File: config.mk
export PLATFORM = sky130hd
export DESIGN_NAME = line_receive_ring_buffer
export DESIGN_NICKNAME = d
export VERILOG_FILES = /design/src/sv/lrrb_pkg.sv /design/src/sv/lrrb_ram.sv /design/src/sv/line_receive_ring_buffer.sv
export SDC_FILE = /design/constraint.sdc
export NUM_CORES = 2
export LEC_CHECK = 0
export BUFFER_PORTS_ARGS = -buffer_cell sky130_fd_sc_hd__buf_2
export CORE_ASPECT_RATIO = 1.25
export CORE_MARGIN = 2
export CORE_UTILIZATION = 57
export DETAILED_ROUTE_END_ITERATION = 10
export PLACE_DENSITY = 0.76
export SKIP_LAST_GASP = 1
export SLEW_MARGIN = 10
export SYNTH_ARGS = -nofsm -noshare
export SYNTH_HDL_FRONTEND = slang
export SYNTH_HIERARCHICAL = 1
export SYNTH_SLANG_ARGS = --single-unit
File: constraint.sdc
create_clock -name clk -period 3.9 [get_ports clk]
set_input_delay 0.39 -clock clk [delete_from_list [all_inputs] [get_ports clk]]
set_output_delay 0.39 -clock clk [all_outputs]
set_load 0.05 [all_outputs]
File: src/sv/lrrb_pkg.sv
`default_nettype none

package lrrb_pkg;

	// Ring geometry and line limits.
	localparam int RING_DEPTH = 256;
	localparam int PTR_W      = $clog2(RING_DEPTH);
	localparam int MAX_LINE   = 64;
	localparam int CNT_W      = $clog2(MAX_LINE);
	localparam int CAP_W      = 7;

	// Line ending characters.
	localparam logic [7:0] CH_LF = 8'h0A;
	localparam logic [7:0] CH_CR = 8'h0D;

	// Item kinds on the input tuser.
	localparam logic CMD_PUSH = 1'b0;
	localparam logic CMD_READ = 1'b1;

	// Result status codes on the output tuser.
	localparam logic [1:0] ST_OK      = 2'd0;
	localparam logic [1:0] ST_BUSY    = 2'd1;
	localparam logic [1:0] ST_INVALID = 2'd2;

	// Controller states.
	typedef enum logic [2:0] {
		S_IDLE,
		S_SCAN,
		S_EMIT_RD,
		S_EMIT_WAIT,
		S_FINISH,
		S_SKIP_RD,
		S_SKIP_CHK
	} state_t;

	// Next position around the ring.
	function automatic logic [PTR_W-1:0] ring_advance(input logic [PTR_W-1:0] p);
		if (p == PTR_W'(RING_DEPTH - 1)) begin
			return '0;
		end
		return p + PTR_W'(1);
	endfunction

	// True for CR or LF.
	function automatic logic is_eol(input logic [7:0] c);
		return (c == CH_LF) || (c == CH_CR);
	endfunction

endpackage

`default_nettype wire

File: src/sv/lrrb_ram.sv
`default_nettype none

// Generic memory: one write port, one read port, registered read data.
module lrrb_ram #(
	parameter int WIDTH = 8,
	parameter int DEPTH = 256
) (
	input  wire                     clk,
	input  wire                     we,
	input  wire [$clog2(DEPTH)-1:0] wr_addr,
	input  wire [WIDTH-1:0]         wr_data,
	input  wire [$clog2(DEPTH)-1:0] rd_addr,
	output logic [WIDTH-1:0]        rd_data
);

	logic [WIDTH-1:0] mem [DEPTH];

	always_ff @(posedge clk) begin
		if (we) begin
			mem[wr_addr] <= wr_data;
		end
		rd_data <= mem[rd_addr];
	end

endmodule

`default_nettype wire

File: src/sv/line_receive_ring_buffer.sv
// Channel | Direction | tdata                                  | tuser        | tlast
// s_*     | in        | [7:0] rx_byte, [14:8] line_capacity    | cmd          | burst_end
// m_*     | out       | [7:0] char_out, [39:8] overflow_count  | status       | is_end
//
// A push leaves the controller in S_IDLE, so input is accepted again in the next cycle.
// A read first scans the ring at one entry per cycle through the registered
// memory read. It then passes each line byte through S_EMIT_RD and S_EMIT_WAIT
// and each skipped CR/LF through S_SKIP_RD and S_SKIP_CHK, bound by the single
// read port of the ring memory; input waits meanwhile.
// Reset clears the pointers, the overflow counter and the drop flag; the ring
// memory itself is not cleared. A stalled output holds the controller.
`default_nettype none

module line_receive_ring_buffer
	import lrrb_pkg::*;
(
	input  wire         clk,
	input  wire         arst_n,
	input  wire         s_tvalid,
	output logic        s_tready,
	input  wire  [15:0] s_tdata,   // [7:0] rx_byte, [14:8] line_capacity, [15] zero
	input  wire         s_tuser,   // [0] cmd
	input  wire         s_tlast,
	output logic        m_tvalid,
	input  wire         m_tready,
	output logic [39:0] m_tdata,   // [7:0] char_out, [39:8] overflow_count
	output logic [1:0]  m_tuser,   // [1:0] status
	output logic        m_tlast
);

	state_t state_q, state_nx;

	logic [PTR_W-1:0] head_q, tail_q, cur_q, eol_q, addr_s1;
	logic             pend_s1;
	logic [CNT_W-1:0] k_q, lim_q;
	logic [1:0]       res_q;
	logic [31:0]      ovf_q;
	logic             drop_q;

	logic             ov_q;
	logic [7:0]       och_q;
	logic [1:0]       ost_q;
	logic             oend_q;
	logic [31:0]      ocnt_q;

	logic             ram_we;
	logic [PTR_W-1:0] ram_rd_addr;
	logic [7:0]       ram_rd_data;

	logic             in_acc;
	logic             out_free;
	logic             hit;
	logic [7:0]       rx_byte;
	logic [CAP_W-1:0] line_cap;
	logic             full;

	assign rx_byte  = s_tdata[7:0];
	assign line_cap = s_tdata[14:8];
	assign s_tready = (state_q == S_IDLE);
	assign in_acc   = s_tvalid && s_tready;
	assign out_free = !ov_q || m_tready;
	assign hit      = pend_s1 && is_eol(ram_rd_data);
	assign full     = (ring_advance(head_q) == tail_q);

	lrrb_ram #(
		.WIDTH(8),
		.DEPTH(RING_DEPTH)
	) u_ring (
		.clk    (clk),
		.we     (ram_we),
		.wr_addr(head_q),
		.wr_data(rx_byte),
		.rd_addr(ram_rd_addr),
		.rd_data(ram_rd_data)
	);

	// Next state.
	always_comb begin
		state_nx = state_q;
		unique case (state_q)
			S_IDLE: begin
				if (in_acc && s_tuser == CMD_READ) begin
					state_nx = (line_cap == '0) ? S_FINISH : S_SCAN;
				end
			end
			S_SCAN: begin
				if (hit) begin
					state_nx = S_EMIT_RD;
				end else if (cur_q == head_q) begin
					state_nx = S_FINISH;
				end
			end
			S_EMIT_RD: begin
				state_nx = (tail_q != eol_q && k_q != lim_q) ? S_EMIT_WAIT : S_FINISH;
			end
			S_EMIT_WAIT: begin
				if (out_free) begin
					state_nx = S_EMIT_RD;
				end
			end
			S_FINISH: begin
				if (out_free) begin
					state_nx = (res_q == ST_OK) ? S_SKIP_RD : S_IDLE;
				end
			end
			S_SKIP_RD: begin
				state_nx = (tail_q == head_q) ? S_IDLE : S_SKIP_CHK;
			end
			S_SKIP_CHK: begin
				state_nx = is_eol(ram_rd_data) ? S_SKIP_RD : S_IDLE;
			end
			default: state_nx = S_IDLE;
		endcase
	end

	// Memory port control.
	always_comb begin
		ram_we      = 1'b0;
		ram_rd_addr = tail_q;
		unique case (state_q)
			S_IDLE: begin
				ram_we = in_acc && s_tuser == CMD_PUSH && !drop_q && !full;
			end
			S_SCAN: begin
				ram_rd_addr = cur_q;
			end
			default: begin
				ram_rd_addr = tail_q;
			end
		endcase
	end

	// State register.
	always_ff @(posedge clk or negedge arst_n) begin
		if (!arst_n) begin
			state_q <= S_IDLE;
		end else begin
			state_q <= state_nx;
		end
	end

	// Pointers, overflow tracking and scan bookkeeping.
	always_ff @(posedge clk or negedge arst_n) begin
		if (!arst_n) begin
			head_q  <= '0;
			tail_q  <= '0;
			ovf_q   <= '0;
			drop_q  <= 1'b0;
			pend_s1 <= 1'b0;
			res_q   <= ST_OK;
		end else begin
			case (state_q)
				S_IDLE: begin
					if (in_acc && s_tuser == CMD_PUSH) begin
						if (drop_q) begin
							if (s_tlast) begin
								drop_q <= 1'b0;
							end
						end else if (full) begin
							ovf_q <= ovf_q + 32'd1;
							if (!s_tlast) begin
								drop_q <= 1'b1;
							end
						end else begin
							head_q <= ring_advance(head_q);
						end
					end else if (in_acc) begin
						pend_s1 <= 1'b0;
						res_q   <= (line_cap == '0) ? ST_INVALID : ST_OK;
					end
				end
				S_SCAN: begin
					if (hit) begin
						pend_s1 <= 1'b0;
					end else if (cur_q == head_q) begin
						res_q <= ST_BUSY;
					end else begin
						pend_s1 <= 1'b1;
					end
				end
				S_EMIT_WAIT: begin
					if (out_free) begin
						tail_q <= ring_advance(tail_q);
					end
				end
				S_SKIP_CHK: begin
					if (is_eol(ram_rd_data)) begin
						tail_q <= ring_advance(tail_q);
					end
				end
				default: begin
				end
			endcase
		end
	end

	// Scan cursor, line end position and byte count.
	always_ff @(posedge clk) begin
		case (state_q)
			S_IDLE: begin
				cur_q <= tail_q;
				if (line_cap > CAP_W'(MAX_LINE)) begin
					lim_q <= CNT_W'(MAX_LINE - 1);
				end else begin
					lim_q <= CNT_W'(line_cap - CAP_W'(1));
				end
			end
			S_SCAN: begin
				if (hit) begin
					eol_q <= addr_s1;
					k_q   <= '0;
				end else begin
					addr_s1 <= cur_q;
					cur_q   <= ring_advance(cur_q);
				end
			end
			S_EMIT_WAIT: begin
				if (out_free) begin
					k_q <= k_q + CNT_W'(1);
				end
			end
			default: begin
			end
		endcase
	end

	// Output register.
	always_ff @(posedge clk or negedge arst_n) begin
		if (!arst_n) begin
			ov_q <= 1'b0;
		end else if ((state_q == S_EMIT_WAIT || state_q == S_FINISH) && out_free) begin
			ov_q <= 1'b1;
		end else if (m_tready) begin
			ov_q <= 1'b0;
		end
	end

	always_ff @(posedge clk) begin
		if (out_free) begin
			if (state_q == S_EMIT_WAIT) begin
				och_q  <= ram_rd_data;
				ost_q  <= ST_OK;
				oend_q <= 1'b0;
			end else if (state_q == S_FINISH) begin
				och_q  <= 8'd0;
				ost_q  <= res_q;
				oend_q <= 1'b1;
			end
		end
	end

	// The overflow total cannot move while a read is in progress.
	always_ff @(posedge clk) begin
		if (out_free && (state_q == S_EMIT_WAIT || state_q == S_FINISH)) begin
			ocnt_q <= ovf_q;
		end
	end

	assign m_tvalid = ov_q;
	assign m_tdata  = {ocnt_q, och_q};
	assign m_tuser  = ost_q;
	assign m_tlast  = oend_q;

endmodule

`default_nettype wire

Yosys cells after proc, flatten, opt, wreduce, memory -nomap -nowiden
Memory sizes are Yosys's and may differ from the RTL's. A register that Yosys moved wholly into a read port is not among the register bits.
Cells that the tools add are included.
{"block": "word_totals", "reg_bits": 135, "n_memories": 1, "mem_bits_rw": 2048}
{"block": "op_classes", "add_sub_neg": 6, "bitwise_logic": 4, "n_eq_ne": 27, "muxes": 64, "reduce_logical": 34, "magnitude_cmp": 1}
{"memory": "u_ring.mem", "words": 256, "word_bits": 8, "rd": 1, "rd_ports_with_merged_regs": 1, "write_ports": 1, "line_no": "lrrb_ram.sv:16", "source": "logic [WIDTH-1:0] mem [DEPTH];"}
{"cell": "$mux 8", "count": 14}
{"cell": "$add 32x1->32 const B", "count": 1}
{"cell": "$pmux 8 s2", "count": 2}
{"cell": "$mux 3", "count": 10}
{"cell": "$mux 1", "count": 26}
{"cell": "$add 8x1->8 const B", "count": 3}
{"cell": "$eq 8x8->1", "count": 3}
{"cell": "$eq 8x8->1 const B", "count": 3}
{"cell": "$pmux 3 s7", "count": 1}
{"cell": "$eq 8x4->1 const B", "count": 2}
{"cell": "$reduce_and 4->1", "count": 4}
{"cell": "$ne 2x2->1 const B", "count": 7}
{"cell": "$mux 2", "count": 6}
{"cell": "$mux 6", "count": 2}
{"cell": "$pmux 6 s2", "count": 1}
{"cell": "$reduce_and 2->1", "count": 5}
{"cell": "$reduce_bool 2->1", "count": 5}
{"cell": "$eq 3x3->1 const B", "count": 3}
{"cell": "$logic_and 1x1->1", "count": 8}
{"cell": "$ne 8x8->1", "count": 1}
{"cell": "$gt 7x7->1 const B", "count": 1}
{"cell": "$logic_not 7->1", "count": 1}
{"cell": "$add 6x1->6 const B", "count": 1}
{"cell": "$eq 3x2->1 const B", "count": 2}
{"cell": "other kinds (14)", "count": 24}

Depth between registers and ports, before layout
{"block": "depth", "ltp_word": 9, "depth_mapped": 17, "ltp_nobuf": 10}

Modules after synthesis
Netlist, hierarchy kept.
{"mod": "lrrb_ram", "instances": 1, "area_per_inst_um2": 79556.3, "cells_per_inst": 3733, "seq_area_each_um2": 61659.1}
{"mod": "line_receive_ring_buffer", "instances": 1, "area_per_inst_um2": 6384.9, "cells_per_inst": 556, "seq_area_each_um2": 3773.6}

Least setup slack after synthesis
No wires, ideal clock.
{"block": "synth_timing", "path_type": "reg2reg", "from": "register state_q[2]", "to": "memory u_ring.mem[234][0], enable pin", "n_path_buf": 4, "setup_time_ns": 0.370, "required_ns": 3.530, "period_less_slack_ns": 4.799, "path_stages_with_launch": 12, "arrival_time_ns": 4.429, "slack_ns": -0.899, "cell_sequence": "dfrtp_1 > clkbuf_1 > nor3_1 > nand2_1 > nor3_1 > nand2b_1 > inv_1 > clkbuf_1 > buf_1 > nand3_1 > clkbuf_1 > nor2_1"}
{"block": "synth_between", "elab_chain_len": 8}
{"item": "start: declaration", "line_no": "line_receive_ring_buffer.sv:31", "source": "state_t state_q, state_nx;"}
{"item": "start signal: assignment", "line_no": "line_receive_ring_buffer.sv:138", "source": "state_q <= state_nx;"}
{"item": "$logic_not 3->1 *", "line_no": "line_receive_ring_buffer.sv:59", "source": "assign s_tready = (state_q == S_IDLE);"}
{"item": "via s_tready", "line_no": "line_receive_ring_buffer.sv:20", "source": "output logic s_tready,"}
{"item": "$logic_and 1x1->1", "line_no": "line_receive_ring_buffer.sv:60", "source": "assign in_acc = s_tvalid && s_tready;"}
{"item": "$logic_and 1x1->1 (3 in a row)", "line_no": "line_receive_ring_buffer.sv:122", "source": "ram_we = in_acc && s_tuser == CMD_PUSH && !drop_q && !full;"}
{"item": "$mux 1 *", "line_no": "line_receive_ring_buffer.sv:120", "source": "unique case (state_q)"}
{"item": "via ram_we", "line_no": "line_receive_ring_buffer.sv:46", "source": "logic ram_we;"}
{"item": "$mux 1 *", "line_no": "lrrb_ram.sv:19", "source": "if (we) begin"}
{"item": "$mux 1 (implied by the code) *", "line_no": "lrrb_ram.sv:20", "source": "mem[wr_addr] <= wr_data;"}
{"item": "end: declaration", "line_no": "lrrb_ram.sv:16"}
Mark *: on every way through the listed nets, which the timed path passes. The rest lies on a longest branch.

Worst setup path in the final report
{"block": "layout_timing", "from": "register head_q[1]", "to": "memory u_ring.mem[126][0], enable pin"}
{"block": "layout_between", "elab_chain_len": 9, "word_cells_on_any_way": 10}
{"item": "start: declaration", "line_no": "line_receive_ring_buffer.sv:33", "source": "logic [PTR_W-1:0] head_q, tail_q, cur_q, eol_q, addr_s1;"}
{"item": "start signal: assignment", "line_no": "line_receive_ring_buffer.sv:165", "source": "head_q <= ring_advance(head_q);"}
{"item": "branches (longest 2 deep; another with $add 8x1->8)"}
{"item": "$mux 8 *", "line_no": "lrrb_pkg.sv:41", "source": "return p + PTR_W'(1);"}
{"item": "$eq 8x8->1 *", "line_no": "line_receive_ring_buffer.sv:63", "source": "assign full = (ring_advance(head_q) == tail_q);"}
{"item": "$logic_not 1->1 *", "line_no": "line_receive_ring_buffer.sv:122"}
{"item": "$logic_and 1x1->1 *", "line_no": "line_receive_ring_buffer.sv:122"}
{"item": "$mux 1 *", "line_no": "line_receive_ring_buffer.sv:120"}
{"item": "via ram_we", "line_no": "line_receive_ring_buffer.sv:46"}
{"item": "$mux 1 *", "line_no": "lrrb_ram.sv:19"}
{"item": "$mux 1 (implied by the code) *", "line_no": "lrrb_ram.sv:20"}
Mark *: on every way through the listed nets, which the timed path passes.

==> impl_metrics.json <==
{
  "status": "finished, final reports clean",
  "die_area_um2": 154000,
  "ys_ff_latch": 2191,
  "syn_area_per_cell_um2": 20.0,
  "finalSetupTns_ps": 0,
  "final_cells": 6737,
  "critPathBufInv": 4,
  "insertion_delay_ps": 840,
  "async_flop_share_pct": 2.56,
  "synth_cells": 4289,
  "worstMarginPinSlew_ps": 1070,
  "multi_input_area_um2": 19200,
  "core_area_um2": 150000,
  "start_util_pct": 57.3,
  "grtUsageTotal_pct": 26.5,
  "cts_max_path_buffers": 3,
  "num-fill-cells": 9548,
  "slew-limit-headroom_pct": 28.4,
  "hold_class": "primary input to flip-flop",
  "grt_pass1_vias": 44000,
  "ios": 67,
  "cp.required_ps": 4370,
  "port_buffers": 65,
  "antenna_left": 0,
  "place_area_um2": 89900,
  "crit_chain": "ha_1, nand3_1, o2111a_1, a211oi_1, a2111oi_4, and3_1, nand2b_1, inv_1, buf_4, nand4_1, buf_4, buf_4, nor2_1",
  "cp-start-kind": "flip-flop",
  "grt_pass1_wl_um": 295000,
  "cts.reportedPaths.clkPinSlew_ps": 70,
  "ir_drop_mv": 0.510,
  "viasPerCell": 6.54,
  "worst_slack_ps": 88.9,
  "setup_viol": 0,
  "rsz0062_at_grt": "true",
  "drt_wl_total_um": 203000,
  "post-place-ws_ps": -116,
  "p_per_area_nw_per_um2": 705,
  "first_pass_iters": 6,
  "synth_edf_count": 2127,
  "tritoncts": "done",
  "hold_violations": 0,
  "drv_cap": 0,
  "regArea_um2": 65400,
  "p_leak_nw": 30.3,
  "end_kind": "flip-flop",
  "drtIter0Drc": 5314,
  "wl_per_cell_um": 30.1,
  "syn-cell-area_um2": 85900,
  "critPathKind": "flip-flop to flip-flop",
  "final_nets": 4601,
  "ys_types": 79,
  "clock_skew_ps": 28.2,
  "drv_slew": 0,
  "stdcell_area_um2": 96600,
  "cp_top_family": "simple AND/OR/NAND/NOR gates",
  "cp_slowest_stage_delay_ps": 550,
  "syn2layout_area_growth_pct": 12.4,
  "die_h_um": 438,
  "critPathArrivalTime_ps": 4280,
  "cts.sinks": 2191,
  "mostFrequentLayoutCells": "edfxtp_1, mux4_2, nor2_1",
  "synth_flop_cell": "edfxtp_1",
  "htreeDepth": 4,
  "root_buffer": "clkbuf_16",
  "rows": 159,
  "gp_congestion": 0.915,
  "cpMaxStageDelayCell": "nor2_1",
  "dp_hpwl_um": 126000,
  "fin_crit_ps": 3810,
  "overflow": 0,
  "grt_antenna_before_repair": 3,
  "vias": 44100,
  "fin_crit_sh_pct": 97.7,
  "grt_max_degree": 143,
  "mostFrequentLayoutCell": "edfxtp_1",
  "numCtsBuffers": 192,
  "max_freq_mhz": 262,
  "drc_errors": 0,
  "ys.warnings.count": 6,
  "placed_cells": 6369,
  "drive_gt1_share_pct": 24.6,
  "cp_common_cell": "buf_4",
  "postSynthNetCount": 4318,
  "cp_max_fo": 10,
  "yosysSeqAreaShare_pct": 76.1,
  "dieWidth_um": 351
}
## layer usage
| layer | wire, um | up-vias | global-route usage [%] |
|---|---|---|---|
| met1 | 71600 | 22800 | 34.7 |
| met3 | 19000 | 507 | 4.67 |
| met5 | 27 | - | 0 |
| met4 | 10000 | 4 | 12.3 |
| met2 | 102000 | 2515 | 43.9 |
| li1 | - | 18200 | - |
## timing repair
action	CTS	global route
resized for setup	3	77
buffers inserted	0	0
endpoints found under the hold margin	53	0
pin swaps	0	3
setup endpoints to repair	2	970
hold buffers	19	0
gates cloned	0	2
## area by class of cell
class,count,area share (%)
sequential,2191,67.7
multi-input combinational,1820,19.9
clock buffer,245,5.32
timing repair buffer,350,3.29
tap,2012,2.61
clock inverter,99,1.14
inverter,17,0.0699
antenna,3,0.00777
## logic make-up after synthesis
logic type	count (synthesis)	synth area share [%]
adder cells (fa/ha/maj)	7	0.102
multiplexers	594	13.6
AO/OA/AOI/OAI	446	3.69
AND/OR/NAND/NOR	687	3.72
flip-flops	2191	76.1
XOR/XNOR	86	0.876
buffers and inverters	278	1.90
## flip-flops by register name, summed over array words and instances (netlist names), 3 cells and up
name and flops:
lim_q 6, eol_q 8, k_q 6, state_q 3, head_q 8, addr_s1 8
cur_q 8, u_ring/mem 2048, u_ring/rd_data 8, och_q 8, tail_q 8, ocnt_q 32
ovf_q 32
## where the power goes
group	switching (W)	leakage, nW	total, W	internal [W]
Combinational	0.0124	7.37	0.0226	0.0102
Clock	0.00829	3.04	0.0188	0.0105
Sequential	0.000320	19.9	0.0266	0.0263
## tightest hold or removal path: stages
cell and delay, ps:
buf_2 130, nor3_1 70, buf_4 150, nand3_1 90, xnor2_1 60
## path summary, 6_finish.rpt
kind	from	end	slack [ps]	cells past startpoint
worst min-delay path	s_tuser	ovf_q[2]$_DFFE_PN0P_	90	5
min in group asynchronous	arst_n	ovf_q[25]$_DFFE_PN0P_	250	2
worst min register to register	addr_s1[4]$_DFFE_PP_	eol_q[4]$_DFFE_PP_	420	0
worst max-delay path	head_q[1]$_DFFE_PN0P_	u_ring/mem[126][0]$_DFFE_PP_	90	13
max in group asynchronous	arst_n	head_q[2]$_DFFE_PN0P_	2850	3
worst max register to register	head_q[1]$_DFFE_PN0P_	u_ring/mem[126][0]$_DFFE_PP_	90	13
## Yosys cell counts, types with 7 or more instances
cell,count,area [um2]
a22o_1,10,87.6
o211ai_1,11,82.6
o21ai_0,24,120
dfrtp_1,56,1400
o221ai_1,46,403
a22oi_1,133,998
mux2i_1,134,1340
edfxtp_1,2127,63900
and3_1,9,56.3
nand4_1,20,125
a221oi_1,13,114
buf_6,22,248
buf_4,28,210
inv_1,15,56.3
nand2b_1,13,81.3
buf_2,35,175
nor2b_1,38,238
a21oi_1,102,510
nor3_1,55,275
nand2_1,99,372
o22ai_1,30,188
dfxtp_1,8,160
buf_1,22,82.6
nor2_1,311,1170
xnor2_1,42,368
nand3_1,57,285
buf_8,13,195
xor2_1,44,385
nor4_1,35,219
mux4_2,454,10200
a211oi_1,19,143
clkbuf_1,132,495
a31oi_1,7,43.8
ha_1,7,87.6
buf_12,8,160
and2_1,19,119
## stage by stage
stage          power (W)  hold WS [ps]  utilization [%]
2_1_floorplan     0.0425          94.4                -
4_1_cts           0.0680          45.8             64.2
5_1_grt           0.0701          89.9             64.4
3_3_place_gp      0.0489           401             59.9
6_report          0.0681          91.0             64.4
3_5_place_dp      0.0492           407             59.9
Power figures use the tool's default switching activity.
